## src/rtl/sps_pkg.sv

```systemverilog
package sps_pkg;

  typedef struct packed {
    logic [7:0] profile_idc;
    logic [7:0] level_idc;
    logic [1:0] chroma_format;
    logic [3:0] luma_depth;
    logic [3:0] chroma_depth;
    logic [4:0] reference_frames;
    logic       is_interlaced;
    logic       aspect_present;
    logic signed [1:0] video_range;
    logic [7:0] colour_primaries;
    logic [7:0] transfer_characteristics;
    logic [7:0] matrix_coefficients;
  } sps_fields_t;

  typedef struct packed {
    logic [7:0] payload_byte;
    logic       final_byte;
  } sps_beat_t;

  localparam int QUEUE_DEPTH = 2;

  localparam logic [5:0] P_PROFILE = 6'd0, P_CONSTRAINT = 6'd1, P_LEVEL = 6'd2,
    P_SPS_ID = 6'd3, P_CHROMA = 6'd4, P_SEP_PLANE = 6'd5, P_LUMA_DEPTH = 6'd6,
    P_CHROMA_DEPTH = 6'd7, P_BYPASS = 6'd8, P_SCALING_FLAG = 6'd9,
    P_LIST_FLAG = 6'd10, P_LIST_DELTA = 6'd11, P_LOG2_FRAME = 6'd12,
    P_POC_TYPE = 6'd13, P_POC_LSB = 6'd14, P_DELTA_ZERO = 6'd15,
    P_OFF_NONREF = 6'd16, P_OFF_TB = 6'd17, P_CYCLE_LEN = 6'd18,
    P_CYCLE_OFF = 6'd19, P_REF_FRAMES = 6'd20, P_GAPS = 6'd21, P_MB_W = 6'd22,
    P_MB_H = 6'd23, P_FRAME_MBS = 6'd24, P_MBAFF = 6'd25, P_DIRECT = 6'd26,
    P_CROP_FLAG = 6'd27, P_CROP = 6'd28, P_VUI_FLAG = 6'd29, P_AR_FLAG = 6'd30,
    P_AR_IDC = 6'd31, P_SAR = 6'd32, P_OVERSCAN = 6'd33,
    P_OVERSCAN_APPR = 6'd34, P_SIG_TYPE = 6'd35, P_VIDEO_FORMAT = 6'd36,
    P_FULL_RANGE = 6'd37, P_COLOUR_FLAG = 6'd38, P_PRIMARIES = 6'd39,
    P_TRC = 6'd40, P_MATRIX = 6'd41, P_DONE = 6'd42;

  localparam logic [7:0] HIGH_PROFILE = 8'd100;
  localparam logic [7:0] AR_EXTENDED = 8'd255;

  // fixed read width; 0 selects an Exp-Golomb read
  function automatic logic [5:0] elem_width(input logic [5:0] pos);
    case (pos)
      P_PROFILE, P_CONSTRAINT, P_LEVEL, P_AR_IDC, P_PRIMARIES, P_TRC,
      P_MATRIX: elem_width = 6'd8;
      P_SAR: elem_width = 6'd32;
      P_VIDEO_FORMAT: elem_width = 6'd3;
      P_SEP_PLANE, P_BYPASS, P_SCALING_FLAG, P_LIST_FLAG, P_DELTA_ZERO,
      P_GAPS, P_FRAME_MBS, P_MBAFF, P_DIRECT, P_CROP_FLAG, P_VUI_FLAG,
      P_AR_FLAG, P_OVERSCAN, P_OVERSCAN_APPR, P_SIG_TYPE, P_FULL_RANGE,
      P_COLOUR_FLAG: elem_width = 6'd1;
      default: elem_width = 6'd0;
    endcase
  endfunction

  function automatic sps_fields_t default_fields();
    sps_fields_t f;
    f = '0;
    f.chroma_format = 2'd1;
    f.luma_depth = 4'd8;
    f.chroma_depth = 4'd8;
    f.video_range = -2'sd1;
    f.colour_primaries = 8'd2;
    f.transfer_characteristics = 8'd2;
    f.matrix_coefficients = 8'd2;
    return f;
  endfunction

endpackage

```

## src/rtl/sps_stream_if.sv

```systemverilog
interface sps_stream_if #(parameter int W = 9);
  logic         valid;
  logic         ready;
  logic [W-1:0] data;
  modport source (output valid, output data, input ready);
  modport sink (input valid, input data, output ready);
endinterface

```

## src/rtl/h264_sps_header_parser_core.sv

```systemverilog
// Timing: a byte's 8 bits are walked one per cycle after it leaves the queue, but the
// last bit of a final byte waits while the previous result is not yet accepted;
// the result is registered as that bit is walked, behind any byte queued ahead.
// The queue takes bytes while one is walked; the next is popped on the last bit.
// Reset (rst, synchronous): queue empty, parse at the profile element with default fields.
module h264_sps_header_parser_core #(
  parameter int MAX_GOLOMB_ZEROS = 31
) (
  input logic clk,
  input logic rst,
  sps_stream_if.sink   in_ch,
  sps_stream_if.source out_ch
);
  sps_pkg::sps_beat_t   in_beat, q_beat;
  sps_pkg::sps_fields_t res;
  logic q_valid, q_pop;

  assign in_beat.payload_byte = in_ch.data[8:1];
  assign in_beat.final_byte = in_ch.data[0];

  sps_front u_front (
    .clk, .rst,
    .in_valid(in_ch.valid), .in_ready(in_ch.ready), .in_beat,
    .q_valid, .q_pop, .q_beat
  );

  sps_back #(.MAX_GOLOMB_ZEROS(MAX_GOLOMB_ZEROS)) u_back (
    .clk, .rst,
    .q_valid, .q_pop, .q_beat,
    .out_valid(out_ch.valid), .out_ready(out_ch.ready), .out_fields(res)
  );

  assign out_ch.data = res;

`ifndef SYNTH
  a_pop_needs_data: assert property (@(posedge clk) disable iff (rst)
    q_pop |-> q_valid) else $error("pop from empty queue");
  a_result_holds: assert property (@(posedge clk) disable iff (rst)
    (out_ch.valid && !out_ch.ready) |=> (out_ch.valid && $stable(out_ch.data)))
    else $error("result dropped");
  a_depth_range: assert property (@(posedge clk) disable iff (rst)
    out_ch.valid |-> (res.luma_depth >= 4'd8 && res.luma_depth <= 4'd14))
    else $error("luma depth out of range");
`endif
endmodule

```

## src/rtl/sps_front.sv

```systemverilog
// Input side: two-entry byte queue that decouples intake from the bit walker
module sps_front (
  input  logic               clk,
  input  logic               rst,
  input  logic               in_valid,
  output logic               in_ready,
  input  sps_pkg::sps_beat_t in_beat,
  output logic               q_valid,
  input  logic               q_pop,
  output sps_pkg::sps_beat_t q_beat
);
  sps_pkg::sps_beat_t slots [sps_pkg::QUEUE_DEPTH];
  logic wp, rp;
  logic [1:0] count;
  logic push;

  assign in_ready = (count != 2'd2);
  assign push = in_valid && in_ready;
  assign q_valid = (count != 2'd0);
  assign q_beat = slots[rp];

  always_ff @(posedge clk) begin
    if (push) slots[wp] <= in_beat;
  end

  // pointers and fill count
  always_ff @(posedge clk) begin
    if (rst) begin
      wp <= 1'b0;
      rp <= 1'b0;
      count <= 2'd0;
    end else begin
      if (push) wp <= ~wp;
      if (q_pop) rp <= ~rp;
      count <= count + {1'b0, push} - {1'b0, q_pop};
    end
  end
endmodule

```

## src/rtl/sps_back.sv

```systemverilog
// Bit walker: one RBSP bit per cycle through the SPS syntax while a byte is held, except while a finished result waits
module sps_back #(
  parameter int MAX_GOLOMB_ZEROS = 31
) (
  input  logic                 clk,
  input  logic                 rst,
  input  logic                 q_valid,
  output logic                 q_pop,
  input  sps_pkg::sps_beat_t   q_beat,
  output logic                 out_valid,
  input  logic                 out_ready,
  output sps_pkg::sps_fields_t out_fields
);
  localparam logic [4:0] MAXZ = 5'(MAX_GOLOMB_ZEROS);

  logic [5:0]  pos;
  logic [4:0]  zeros;
  logic [31:0] acc;
  logic [5:0]  taken;
  logic        suffix;
  logic        is444;
  logic [3:0]  list_num;
  logic [6:0]  entry;
  logic [7:0]  last_val;
  logic [31:0] loop_rem;
  sps_pkg::sps_fields_t cap;
  sps_pkg::sps_fields_t fin_fields;

  logic        busy;
  logic [2:0]  bit_idx;
  logic        fin;
  logic [7:0]  byte_r;

  logic        b;
  logic        step;
  logic        done_elem;
  logic [31:0] val;
  logic [31:0] acc_sh;
  logic [5:0]  w;
  logic [5:0]  nxt;
  logic [7:0]  sv;
  logic [4:0]  l_next;
  logic        list_end;

  // byte register: take a new byte when idle or when the last bit of the current one is used
  logic last_bit;
  assign last_bit = busy && (bit_idx == 3'd7);
  assign q_pop = q_valid && (!busy || (last_bit && (!fin || !out_valid)))
                 && !(fin && last_bit && out_valid);
  assign step = busy && !(last_bit && fin && out_valid);
  assign b = byte_r[3'd7 - bit_idx];
  assign w = sps_pkg::elem_width(pos);
  assign acc_sh = {acc[30:0], b};

  // element completion and value
  always_comb begin
    done_elem = 1'b0;
    val = acc_sh;
    if (pos != sps_pkg::P_DONE) begin
      if (w != 6'd0) begin
        done_elem = (taken + 6'd1 >= w);
      end else if (!suffix) begin
        done_elem = b && (zeros == 5'd0);
        val = '0;
      end else begin
        done_elem = ({1'b0, taken} + 7'd1 >= {2'b0, zeros});
        val = ((32'd1 << zeros) - 32'd1) + acc_sh;
      end
    end
  end

  assign sv = val[0] ? (last_val + val[8:1] + 8'd1) : (last_val - val[8:1]);
  assign l_next = {1'b0, list_num} + 5'd1;
  assign list_end = (l_next >= (is444 ? 5'd12 : 5'd8));

  // captured fields including an element that ends on the current bit
  always_comb begin
    fin_fields = cap;
    if (done_elem) begin
      case (pos)
        sps_pkg::P_PROFILE: fin_fields.profile_idc = val[7:0];
        sps_pkg::P_LEVEL: fin_fields.level_idc = val[7:0];
        sps_pkg::P_CHROMA: fin_fields.chroma_format = (val > 32'd3) ? 2'd3 : val[1:0];
        sps_pkg::P_LUMA_DEPTH:
          fin_fields.luma_depth = (val > 32'd6) ? 4'd14 : val[3:0] + 4'd8;
        sps_pkg::P_CHROMA_DEPTH:
          fin_fields.chroma_depth = (val > 32'd6) ? 4'd14 : val[3:0] + 4'd8;
        sps_pkg::P_REF_FRAMES:
          fin_fields.reference_frames = (val > 32'd16) ? 5'd16 : val[4:0];
        sps_pkg::P_FRAME_MBS: fin_fields.is_interlaced = ~val[0];
        sps_pkg::P_AR_FLAG: fin_fields.aspect_present = val[0];
        sps_pkg::P_FULL_RANGE: fin_fields.video_range = {1'b0, val[0]};
        sps_pkg::P_PRIMARIES: fin_fields.colour_primaries = val[7:0];
        sps_pkg::P_TRC: fin_fields.transfer_characteristics = val[7:0];
        sps_pkg::P_MATRIX: fin_fields.matrix_coefficients = val[7:0];
        default: ;
      endcase
    end
  end

  // next syntax position
  always_comb begin
    nxt = sps_pkg::P_DONE;
    case (pos)
      sps_pkg::P_PROFILE: nxt = sps_pkg::P_CONSTRAINT;
      sps_pkg::P_CONSTRAINT: nxt = sps_pkg::P_LEVEL;
      sps_pkg::P_LEVEL: nxt = sps_pkg::P_SPS_ID;
      sps_pkg::P_SPS_ID: nxt = (cap.profile_idc >= sps_pkg::HIGH_PROFILE)
                               ? sps_pkg::P_CHROMA : sps_pkg::P_LOG2_FRAME;
      sps_pkg::P_CHROMA: nxt = (val == 32'd3) ? sps_pkg::P_SEP_PLANE
                                              : sps_pkg::P_LUMA_DEPTH;
      sps_pkg::P_SEP_PLANE: nxt = sps_pkg::P_LUMA_DEPTH;
      sps_pkg::P_LUMA_DEPTH: nxt = sps_pkg::P_CHROMA_DEPTH;
      sps_pkg::P_CHROMA_DEPTH: nxt = sps_pkg::P_BYPASS;
      sps_pkg::P_BYPASS: nxt = sps_pkg::P_SCALING_FLAG;
      sps_pkg::P_SCALING_FLAG: nxt = val[0] ? sps_pkg::P_LIST_FLAG
                                            : sps_pkg::P_LOG2_FRAME;
      sps_pkg::P_LIST_FLAG:
        nxt = val[0] ? sps_pkg::P_LIST_DELTA
              : (list_end ? sps_pkg::P_LOG2_FRAME : sps_pkg::P_LIST_FLAG);
      sps_pkg::P_LIST_DELTA: begin
        if (sv == 8'd0 || {1'b0, entry} + 8'd1 >= (list_num < 4'd6 ? 8'd16 : 8'd64))
          nxt = list_end ? sps_pkg::P_LOG2_FRAME : sps_pkg::P_LIST_FLAG;
        else
          nxt = sps_pkg::P_LIST_DELTA;
      end
      sps_pkg::P_LOG2_FRAME: nxt = sps_pkg::P_POC_TYPE;
      sps_pkg::P_POC_TYPE: nxt = (val == 32'd0) ? sps_pkg::P_POC_LSB
                        : ((val == 32'd1) ? sps_pkg::P_DELTA_ZERO : sps_pkg::P_REF_FRAMES);
      sps_pkg::P_POC_LSB: nxt = sps_pkg::P_REF_FRAMES;
      sps_pkg::P_DELTA_ZERO: nxt = sps_pkg::P_OFF_NONREF;
      sps_pkg::P_OFF_NONREF: nxt = sps_pkg::P_OFF_TB;
      sps_pkg::P_OFF_TB: nxt = sps_pkg::P_CYCLE_LEN;
      sps_pkg::P_CYCLE_LEN: nxt = (val == 32'd0) ? sps_pkg::P_REF_FRAMES
                                                 : sps_pkg::P_CYCLE_OFF;
      sps_pkg::P_CYCLE_OFF: nxt = (loop_rem == 32'd1) ? sps_pkg::P_REF_FRAMES
                                                      : sps_pkg::P_CYCLE_OFF;
      sps_pkg::P_REF_FRAMES: nxt = sps_pkg::P_GAPS;
      sps_pkg::P_GAPS: nxt = sps_pkg::P_MB_W;
      sps_pkg::P_MB_W: nxt = sps_pkg::P_MB_H;
      sps_pkg::P_MB_H: nxt = sps_pkg::P_FRAME_MBS;
      sps_pkg::P_FRAME_MBS: nxt = val[0] ? sps_pkg::P_DIRECT : sps_pkg::P_MBAFF;
      sps_pkg::P_MBAFF: nxt = sps_pkg::P_DIRECT;
      sps_pkg::P_DIRECT: nxt = sps_pkg::P_CROP_FLAG;
      sps_pkg::P_CROP_FLAG: nxt = val[0] ? sps_pkg::P_CROP : sps_pkg::P_VUI_FLAG;
      sps_pkg::P_CROP: nxt = (loop_rem == 32'd1) ? sps_pkg::P_VUI_FLAG
                                                 : sps_pkg::P_CROP;
      sps_pkg::P_VUI_FLAG: nxt = val[0] ? sps_pkg::P_AR_FLAG : sps_pkg::P_DONE;
      sps_pkg::P_AR_FLAG: nxt = val[0] ? sps_pkg::P_AR_IDC : sps_pkg::P_OVERSCAN;
      sps_pkg::P_AR_IDC: nxt = (val[7:0] == sps_pkg::AR_EXTENDED)
                               ? sps_pkg::P_SAR : sps_pkg::P_OVERSCAN;
      sps_pkg::P_SAR: nxt = sps_pkg::P_OVERSCAN;
      sps_pkg::P_OVERSCAN: nxt = val[0] ? sps_pkg::P_OVERSCAN_APPR
                                        : sps_pkg::P_SIG_TYPE;
      sps_pkg::P_OVERSCAN_APPR: nxt = sps_pkg::P_SIG_TYPE;
      sps_pkg::P_SIG_TYPE: nxt = val[0] ? sps_pkg::P_VIDEO_FORMAT : sps_pkg::P_DONE;
      sps_pkg::P_VIDEO_FORMAT: nxt = sps_pkg::P_FULL_RANGE;
      sps_pkg::P_FULL_RANGE: nxt = sps_pkg::P_COLOUR_FLAG;
      sps_pkg::P_COLOUR_FLAG: nxt = val[0] ? sps_pkg::P_PRIMARIES : sps_pkg::P_DONE;
      sps_pkg::P_PRIMARIES: nxt = sps_pkg::P_TRC;
      sps_pkg::P_TRC: nxt = sps_pkg::P_MATRIX;
      default: nxt = sps_pkg::P_DONE;
    endcase
  end

  always_ff @(posedge clk) begin
    if (q_pop) byte_r <= q_beat.payload_byte;
  end

  // walker state
  always_ff @(posedge clk) begin
    if (rst) begin
      busy <= 1'b0;
      bit_idx <= 3'd0;
      fin <= 1'b0;
      out_valid <= 1'b0;
      out_fields <= sps_pkg::default_fields();
      cap <= sps_pkg::default_fields();
      pos <= sps_pkg::P_PROFILE;
      zeros <= '0;
      acc <= '0;
      taken <= '0;
      suffix <= 1'b0;
      is444 <= 1'b0;
      list_num <= '0;
      entry <= '0;
      last_val <= 8'd8;
      loop_rem <= '0;
    end else begin
      if (out_valid && out_ready) out_valid <= 1'b0;
      if (q_pop) begin
        busy <= 1'b1;
        bit_idx <= 3'd0;
        fin <= q_beat.final_byte;
      end else if (step) begin
        bit_idx <= bit_idx + 3'd1;
        if (last_bit) busy <= 1'b0;
      end
      if (step && last_bit && fin) begin
        // emit and restart; an element ending on this bit still counts
        out_valid <= 1'b1;
        out_fields <= fin_fields;
        cap <= sps_pkg::default_fields();
        pos <= sps_pkg::P_PROFILE;
        zeros <= '0;
        acc <= '0;
        taken <= '0;
        suffix <= 1'b0;
        is444 <= 1'b0;
        list_num <= '0;
        entry <= '0;
        last_val <= 8'd8;
        loop_rem <= '0;
      end else if (step && pos != sps_pkg::P_DONE) begin
        if (done_elem) begin
          pos <= nxt;
          acc <= '0;
          taken <= '0;
          zeros <= '0;
          suffix <= 1'b0;
          case (pos)
            sps_pkg::P_PROFILE: cap.profile_idc <= val[7:0];
            sps_pkg::P_LEVEL: cap.level_idc <= val[7:0];
            sps_pkg::P_CHROMA: begin
              is444 <= (val == 32'd3);
              cap.chroma_format <= (val > 32'd3) ? 2'd3 : val[1:0];
            end
            sps_pkg::P_LUMA_DEPTH: cap.luma_depth <= (val > 32'd6) ? 4'd14 : val[3:0] + 4'd8;
            sps_pkg::P_CHROMA_DEPTH: cap.chroma_depth <= (val > 32'd6) ? 4'd14 : val[3:0] + 4'd8;
            sps_pkg::P_SCALING_FLAG: list_num <= '0;
            sps_pkg::P_LIST_FLAG: begin
              if (val[0]) begin
                last_val <= 8'd8;
                entry <= '0;
              end else begin
                list_num <= l_next[3:0];
              end
            end
            sps_pkg::P_LIST_DELTA: begin
              if (sv == 8'd0 || {1'b0, entry} + 8'd1 >= (list_num < 4'd6 ? 8'd16 : 8'd64))
                list_num <= l_next[3:0];
              if (sv != 8'd0) begin
                last_val <= sv;
                entry <= entry + 7'd1;
              end
            end
            sps_pkg::P_CYCLE_LEN: loop_rem <= val;
            sps_pkg::P_CYCLE_OFF, sps_pkg::P_CROP: loop_rem <= loop_rem - 32'd1;
            sps_pkg::P_CROP_FLAG: loop_rem <= 32'd4;
            sps_pkg::P_REF_FRAMES: cap.reference_frames <= (val > 32'd16) ? 5'd16 : val[4:0];
            sps_pkg::P_FRAME_MBS: cap.is_interlaced <= ~val[0];
            sps_pkg::P_AR_FLAG: cap.aspect_present <= val[0];
            sps_pkg::P_FULL_RANGE: cap.video_range <= {1'b0, val[0]};
            sps_pkg::P_PRIMARIES: cap.colour_primaries <= val[7:0];
            sps_pkg::P_TRC: cap.transfer_characteristics <= val[7:0];
            sps_pkg::P_MATRIX: cap.matrix_coefficients <= val[7:0];
            default: ;
          endcase
        end else if (w != 6'd0) begin
          acc <= acc_sh;
          taken <= taken + 6'd1;
        end else if (!suffix) begin
          if (!b) begin
            if (zeros < MAXZ) zeros <= zeros + 5'd1;
          end else begin
            suffix <= 1'b1;
            taken <= '0;
            acc <= '0;
          end
        end else begin
          acc <= acc_sh;
          taken <= taken + 6'd1;
        end
      end
    end
  end
endmodule

```

## src/flat_wrapper.sv

```systemverilog
// flat-port wrapper written by rule: the top's interface ports become plain ports
module h264_sps_header_parser_core_flat 
#(
  parameter int MAX_GOLOMB_ZEROS = 31
)
  (clk, rst, in_ch_valid, in_ch_data, in_ch_ready, out_ch_valid, out_ch_data, out_ch_ready);
  sps_stream_if #(.W($bits(sps_pkg::sps_beat_t))) in_ch_i ();
  sps_stream_if #(.W($bits(sps_pkg::sps_fields_t))) out_ch_i ();
  input logic clk;
  input logic rst;
  input wire logic [$bits(in_ch_i.valid)-1:0] in_ch_valid;
  input wire logic [$bits(in_ch_i.data)-1:0] in_ch_data;
  output wire logic [$bits(in_ch_i.ready)-1:0] in_ch_ready;
  output wire logic [$bits(out_ch_i.valid)-1:0] out_ch_valid;
  output wire logic [$bits(out_ch_i.data)-1:0] out_ch_data;
  input wire logic [$bits(out_ch_i.ready)-1:0] out_ch_ready;
  assign in_ch_i.valid = in_ch_valid;
  assign in_ch_i.data = in_ch_data;
  assign in_ch_ready = in_ch_i.ready;
  assign out_ch_valid = out_ch_i.valid;
  assign out_ch_data = out_ch_i.data;
  assign out_ch_i.ready = out_ch_ready;
  h264_sps_header_parser_core #(.MAX_GOLOMB_ZEROS(MAX_GOLOMB_ZEROS)) u_core (.clk(clk), .rst(rst), .in_ch(in_ch_i), .out_ch(out_ch_i));
endmodule
```

## config.mk

```make
export PLATFORM = sky130hd
export DESIGN_NAME = h264_sps_header_parser_core_flat
export DESIGN_NICKNAME = d
export VERILOG_FILES = /design/src/rtl/sps_pkg.sv /design/src/rtl/sps_stream_if.sv /design/src/rtl/h264_sps_header_parser_core.sv /design/src/rtl/sps_front.sv /design/src/rtl/sps_back.sv /design/src/flat_wrapper.sv
export SDC_FILE = /design/constraint.sdc
export NUM_CORES = 1
export LEC_CHECK = 0
export CORE_ASPECT_RATIO = 2
export CORE_MARGIN = 3
export CORE_UTILIZATION = 60
export CTS_BUF_LIST = sky130_fd_sc_hd__clkbuf_8 sky130_fd_sc_hd__clkbuf_16
export DETAILED_ROUTE_END_ITERATION = 10
export DONT_BUFFER_PORTS = 1
export GPL_TIMING_DRIVEN = 0
export PLACE_DENSITY = 0.76
export SLEW_MARGIN = 25
export SYNTH_ARGS = -nofsm -noshare
export SYNTH_HDL_FRONTEND = slang
export SYNTH_HIERARCHICAL = 1
export SYNTH_SLANG_ARGS = --single-unit
```

## constraint.sdc

```tcl
create_clock -name clk -period 8.6 [get_ports clk]
set_input_delay 0 -clock clk [delete_from_list [all_inputs] [get_ports clk]]
set_output_delay 0 -clock clk [all_outputs]
set_load 0.05 [all_outputs]
```

# Word-level counts from Yosys, hierarchy flattened

Memory sizes are Yosys's and may differ from the RTL's. A register that Yosys moved wholly into a read port is not among the register bits.
Index checks and enable logic that the tools add are counted.

Bits in registers: 237
RAM bits: 18
Bits in read-only memories: 256
Input port bits: 13
Output and inout bits: 61
Logic and storage cells: 263
Memories kept: 2

Memories:

| memory               | depth | width | read ports | clocked after Yosys merged registers in | write ports | RTL line        | source |
|---|---|---|---|---|---|---|---|
| (no name shown)      | 64    | 4     | 1          | 1                                       | 0           | sps_pkg.sv:44   | `case (pos)` |
| u_core.u_front.slots | 2     | 9     | 1          | 1                                       | 1           | sps_front.sv:12 | `sps_pkg::sps_beat_t slots [sps_pkg::QUEUE_DEPTH];` |

$add $sub $neg: 17
$lt $le $gt $ge: 11
Equality and inequality tests: 55
Shift operators: 1
Muxes and demuxes: 85
Bitwise operators: 3
Reduce and logical (&&, ||, !) cells: 47

Operator list:

| kind                                                            | count |
|---|---|
| case mux 6 bit (41 select lines)                                | 1 |
| 2-to-1 mux 31 bit                                               | 4 |
| equality test 6 x 5 -> 1 bit (second input constant)            | 16 |
| 2-to-1 mux 32 bit                                               | 3 |
| case mux 32 bit (3 select lines)                                | 1 |
| equality test 32 x 1 -> 1 bit (second input constant)           | 2 |
| 2-to-1 mux 8 bit                                                | 8 |
| subtractor 32 x 1 -> 32 bit (second input constant)             | 2 |
| equality test 6 bit (second input constant)                     | 10 |
| 2-to-1 mux 59 bit                                               | 1 |
| 2-to-1 mux 6 bit                                                | 9 |
| equality test 6 x 4 -> 1 bit (second input constant)            | 8 |
| 2-to-1 mux 5 bit                                                | 9 |
| adder 32 bit                                                    | 1 |
| equality test 32 x 2 -> 1 bit (second input constant)           | 1 |
| greater-than comparator 32 x 2 -> 1 bit (second input constant) | 1 |
| greater-than comparator 32 x 3 -> 1 bit (second input constant) | 1 |
| greater-than comparator 32 x 5 -> 1 bit (second input constant) | 1 |
| zero test 32 bit                                                | 1 |
| 2-to-1 mux 4 bit                                                | 8 |
| left shift 1 x 5 -> 32 bit (first input constant)               | 1 |
| equality test 6 x 3 -> 1 bit (second input constant)            | 4 |
| 2-to-1 mux 1 bit                                                | 23 |
| 2-to-1 mux 7 bit                                                | 3 |
| 51 further kinds                                                | 100 |

# Logic depth before layout (Yosys ltp)

Depth after elaboration: 16
Depth in mapped cells: 33
Gate-level depth less buffers: 33

# Modules after synthesis

The synthesis kept the hierarchy.

By module, submodules not included:

| module    | instances | cells each | area an instance (µm²) | seq. area each (µm²) |
|---|---|---|---|---|
| sps_back  | 1         | 1978       | 15048.2                | 4824.6 |
| sps_front | 1         | 56         | 905.9                  | 640.6 |

# Worst setup path before layout

OpenSTA, ideal clock, no wires.

Path kind: reg-to-reg
Start point: reg u_core.u_back.bit_idx[0]
End point: reg, netlist name u_core/u_back/w[3]
Setup time: 0.114 ns
Arrival time: 5.682 ns
Required time: 8.486 ns
Path slack: 2.804 ns
Cell stages (with the launch flop): 31
Path buffers: 2
Period minus slack after synthesis: 5.796 ns
Path through: dfxtp_1 -> mux4_2 -> mux2i_4 -> ha_1 -> inv_1 -> ha_1 -> inv_1 -> fa_1 -> nor2b_2 -> o21a_1 -> or3_1 -> a32oi_2 -> clkbuf_1 -> ha_1 -> clkbuf_1 -> nand2_1 -> a21oi_1 -> a211oi_1 -> or3_1 -> o31ai_1 -> xnor2_1 -> nand3_1 -> nand4_1 -> o31ai_1 -> a21oi_2 -> a41o_1 -> nor2_1 -> ha_1 -> and2b_2 -> a22o_1 -> o2bb2ai_2

Cells in the longest elaborated chain, start to end: 16
Elaborated cells on any way between the ends: 50
Those cells by class: add/sub (5); eq/ne (4); mux (27); reduce/logical (14)

Ends and longest elaborated chain:

| item                                   | RTL line        | source |
|---|---|---|
| start, declared                        | sps_back.sv:30  | `logic [2:0] bit_idx;` |
| start signal, assigned                 | sps_back.sv:196 | `bit_idx <= bit_idx + 3'd1;` |
| subtractor 3 bit                       | sps_back.sv:51  | `assign b = byte_r[3'd7 - bit_idx];` |
| binary-select mux 1 bit (select 3 bit) | sps_back.sv:51  |  |
| 2-to-1 mux 1 bit (implied by the code) | sps_back.sv:51  |  |
| adder 32 bit                           | sps_back.sv:67  | `val = ((32'd1 << zeros) - 32'd1) + acc_sh;` |
| 2-to-1 mux 32 bit                      | sps_back.sv:62  | `end else if (!suffix) begin` |
| 2-to-1 mux 32 bit                      | sps_back.sv:60  | `if (w != 6'd0) begin` |
| 2-to-1 mux 32 bit                      | sps_back.sv:59  | `if (pos != sps_pkg::P_DONE) begin` |
| adder 8 bit                            | sps_back.sv:72  | `assign sv = val[0] ? (last_val + val[8:1] + 8'd1) : (last_val - val[8:1]);` |
| adder 8 x 1 -> 8 bit                   | sps_back.sv:72  |  |
| 2-to-1 mux 8 bit                       | sps_back.sv:72  |  |
| zero test 8 bit                        | sps_back.sv:122 | `if (sv == 8'd0 \|\| {1'b0, entry} + 8'd1 >= (list_num < 4'd6 ? 8'd16 : 8'd64))` |
| logical OR 1 bit                       | sps_back.sv:122 |  |
| 2-to-1 mux 3 bit                       | sps_back.sv:122 |  |
| case mux 6 bit (41 select lines)       | sps_back.sv:104 | `case (pos)` |
| 2-to-1 mux 6 bit (no line)             | n/a             |  |
| 2-to-1 mux 6 bit (no line) *           | n/a             |  |

Every way passes the cells marked *; elsewhere a longest branch is shown, timed or not. The select of a mux whose other input is x is not followed.
A chain may end at the register's enable or synchronous reset.

# Worst setup path after layout

Start point: reg u_core.u_back.zeros[0]
End point: reg, netlist name u_core/u_back/w[3]

Cells in the longest elaborated chain, start to end: 15
Elaborated cells on any way between the ends: 41
Those cells by class: add/sub (5); order compare (1); eq/ne (3); shift (1); mux (25); reduce/logical (6)

Ends and longest elaborated chain:

| item                                      | RTL line        | source |
|---|---|---|
| start, declared                           | sps_back.sv:17  | `logic [4:0] zeros;` |
| start signal, assigned                    | sps_back.sv:264 | `if (zeros < MAXZ) zeros <= zeros + 5'd1;` |
| left shift 1 x 5 -> 32 bit                | sps_back.sv:67  |  |
| subtractor 32 x 1 -> 32 bit               | sps_back.sv:67  |  |
| adder 32 bit                              | sps_back.sv:67  |  |
| 2-to-1 mux 32 bit                         | sps_back.sv:62  |  |
| 2-to-1 mux 32 bit                         | sps_back.sv:60  |  |
| 2-to-1 mux 32 bit                         | sps_back.sv:59  |  |
| adder 8 bit                               | sps_back.sv:72  |  |
| adder 8 x 1 -> 8 bit                      | sps_back.sv:72  |  |
| 2-to-1 mux 8 bit                          | sps_back.sv:72  |  |
| zero test 8 bit                           | sps_back.sv:122 |  |
| logical OR 1 bit                          | sps_back.sv:122 |  |
| 2-to-1 mux 3 bit                          | sps_back.sv:122 |  |
| case mux 6 bit (41 select lines)          | sps_back.sv:104 |  |
| 2-to-1 mux 6 bit (no line) * (2 in a row) | n/a             |  |

Every way passes the cells marked *; elsewhere a longest branch is shown, timed or not.

==> results by group <==
Clock tree
  • H-tree Lvls: 1
  • Clock Sinks: 260
  • Clock Latency Late Sink: between 0.5 and 0.6 ns
  • Worst-path clk slew: 0.06 ns
  • Total CTS buffers: 24
  • Setup Buffers After CTS: 0
  • CTS Hold Bufs: 13
  • # resized after CTS: 0
  • TritonCTS clock tree: yes
  • Clk buf depth: 3
  • Root Driver: clkbuf_16

Yosys
  • Seq/Total Area, Yosys: between 30% and 40%
  • Average size of a mapped cell: roughly 8 µm²
  • Post-synth EDFFs: 26
  • Post-synthesis cell area: ~16000 µm²
  • FFs w/ async S/R, synth: 0%
  • Share of Yosys cell area claimed by the top area cell type: between 20% and 30%
  • Syn nets: ~2200
  • Ys flop type: dfxtp_1
  • Gate Count Post-Synth: between 2000 and 2500
  • YS warnings: 6
  • Top post-synthesis cells by area: dfxtp_1 29%, ha_1 8.4%, nor2_1 5.8%
  • Top-count cell post-synth: nor2_1
  • Most frequent cells after synthesis: 248 x nor2_1, 235 x nand2_1, 234 x dfxtp_1
  • Yosys cell types: around 100
  • Post-synth top area cell: dfxtp_1
  • Flops & latches, synth: 260

Power
  • P_leak: 6.589 nW
  • Seq pwr share: 41.5%
  • Sw frac: 31.81%
  • Comb pwr share: between 20% and 30%
  • Max VDD drop: between 0.2 and 0.3 mV
  • P_sw: approximately 1.0 mW
  • Int Pwr: about 2.2 mW
  • Cell Pwr Density: approximately 180 nW/µm²
  • Clock power share: approximately a third

Route
  • Final wirelength: about 54000 µm
  • DR vias/cell: ~6.4
  • DRT antenna net count: 0
  • Drt first pass iters: 6
  • DR vias: about 16000
  • Drt wl/cell: 22.28 µm
  • DRC errors left: 0
  • Drt initial violations: between 1000 and 1500

Floorplan
  • Full die area: 28700 µm²
  • Initial Util: about three fifths
  • Die X: approximately 120 µm
  • Placement Rows: 83
  • Die Y: roughly 240 µm
  • I/O pin total: 74
  • Core area: approximately 26000 µm²

Timing
  • Slew HR: 25.94%
  • Worst Hold Margin: ~0.092 ns
  • Finish-stage setup viols: 0
  • Final worst-path cycle share: between 80% and 90%
  • Worst-margin pin slew: approximately 1.1 ns
  • RSZ-0062 raised after global routing: no
  • Fin. max-slew vios: 0
  • Tmin final: 7.706 ns
  • Setup tns final: 0 ns
  • Fmax: between 0.1 and 0.15 GHz
  • Fin. Hold Viols: 0
  • Final Skew: 0.01386 ns

Setup path
  • Worst setup EP type: flip-flop
  • Critical path's slowest cell: clkbuf_1
  • CP required: approximately 9 ns
  • Kind of critical path: reg2reg
  • CP peak stage delay: about 0.56 ns
  • Data arrival time of the critical path: 8.13 ns
  • Startpoint type of the worst setup path: flip-flop
  • Worst-path fanout max: 10
  • CP most frequent cell: ha_1

Place
  • Dpl cells: ~2400
  • IO Port Bufs: 0
  • DP HPWL: slightly above 40000 µm
  • Routability cong.: ~1.1

Finish
  • Ant diodes: 0
  • Final nets: ~2200
  • Fillers: ~2300
  • Share of cells above drive strength 1: between 5 and 6%
  • Synthesis-to-layout area growth: 8.713%
  • Layout Cells excl Fill: approximately 2400
  • Sequential Area: around 5500 µm²
  • Multi-input gate area: approximately 9400 µm²

Outcome
  • Status: finished clean

Global route
  • Total track usage: a little under two fifths
  • Pin count of the biggest net entering global routing: 17
  • First-pass GRT wire length: 83400 µm
  • Vias in the first global route: 15640
  • Initial antenna violation count: 0
  • Total grt overflow: 0

Worst hold path
  • Worst Hold Class: in2reg

Flow run
  • Max capacitance violation total: 0
## per-layer routing
layer / wire length [µm] / up-vias / share of wire (%) / global-route usage, %
li1: - / 7309 / - / -
met1: 17570 / 7312 / 32 / 35.49
met2: 27150 / 740 / 50 / 65.21
met3: 3408 / 308 / 6.3 / 6.740
met4: 6043 / 0 / 11 / 33.22
met5: 0 / - / 0 / 0
## cell usage in the layout (no fill, tap or decap), types with 8 or more instances in the layout
master,count
nand4_1,15
nor2b_1,17
inv_1,134
o22ai_1,13
dlygate4sd3_1,13
and2_1,11
mux2i_1,10
clkbuf_16,25
nor3_1,38
a31oi_1,17
a21oi_1,146
a211oi_1,55
edfxtp_1,26
nand2b_1,18
nor2_1,248
a21o_1,12
a22oi_1,63
xor2_1,11
clkbuf_1,94
nor4_1,21
clkbuf_8,9
nand3b_1,8
ha_1,107
o21ai_0,179
dfxtp_1,234
xnor2_1,32
and3_1,13
nand2_1,235
mux2_2,13
nand3_1,60
or3_1,11
o31ai_1,9
## per-stage QoR
step	total power, mW	cell area (µm²)	worst slack (ns)	util [%]
after floorplan	1.852	15950	2.804	-
after global placement	2.050	16380	0.9707	63.09
after detailed placement	2.066	16400	1.130	63.15
after CTS	3.163	17330	1.111	66.76
after global routing	3.286	17340	0.4717	66.80
final	3.172	17340	0.8943	66.80
## final timing paths
check | slack, ns | endpoint | startpoint | cells after the start
max | 0.89 | u_core/u_back/w[3] | u_core/u_back/zeros[0] | 30
min | 0.09 | u_core/u_front/count[1] | in_ch_valid | 5
min reg2reg | 0.46 | u_core/u_back/loop_rem[24] | u_core/u_back/loop_rem[24] | 2
max reg2reg | 0.89 | u_core/u_back/w[3] | u_core/u_back/zeros[0] | 30
## critical path, delay by kind of cell, from the launching register on
kind | cells | cell delay (ns)
buf+inv | 4 | 1.02
simple gates | 9 | 1.74
compound gates | 9 | 2.16
xor+xnor | 2 | 0.30
flops | 1 | 0.47
fa+ha+maj | 6 | 1.88
## registers in the layout (all words and copies together) (netlist names), 2 cells and up, named ones only
register                  cells
u_core/u_back/acc            31
u_core/u_back/bit_idx         3
u_core/u_back/byte_r          8
u_core/u_back/cap            59
u_core/u_back/entry           7
u_core/u_back/last_val        8
u_core/u_back/list_num        4
u_core/u_back/loop_rem       32
u_core/u_back/out_fields     59
u_core/u_back/pos             6
u_core/u_back/taken           6
u_core/u_back/w               4
u_core/u_back/zeros           5
u_core/u_front/count          2
u_core/u_front/slots         18
## power by group through the flow
stage	Clock (mW)	Sequential (mW)	Combinational, mW
2_1_floorplan	0	1.33	0.521
3_3_place_gp	0	1.34	0.710
3_5_place_dp	0	1.34	0.724
4_1_cts	1.11	1.32	0.741
5_1_grt	1.15	1.32	0.813
6_report	1.09	1.32	0.759
## cell families (layout without fill, tap and decap cells)
kind of cell,count (synthesis),in the layout,share of synthesized area (%)
AOI/OAI and AO/OA,602,602,24.23
xor gates and xnor gates,43,43,2.361
adders and majority gates,110,110,8.768
buffers and inverters,254,311,6.729
DFF,260,260,34.26
muxes,26,26,1.968
and+or+nand+nor,739,739,21.68
## cell type report
cell class / instances / share of cell area, %
Multi-Input combinational cell: 1520 / 54.39
Clock inverter: 14 / 0.8080
Clock buffer: 28 / 3.845
Inverter: 134 / 2.900
Timing Repair Buffer: 15 / 0.8080
Sequential cell: 260 / 31.51
Buffer: 120 / 3.290
Tap cell: 340 / 2.453
No activity file was read; power rests on OpenSTA's default activity.
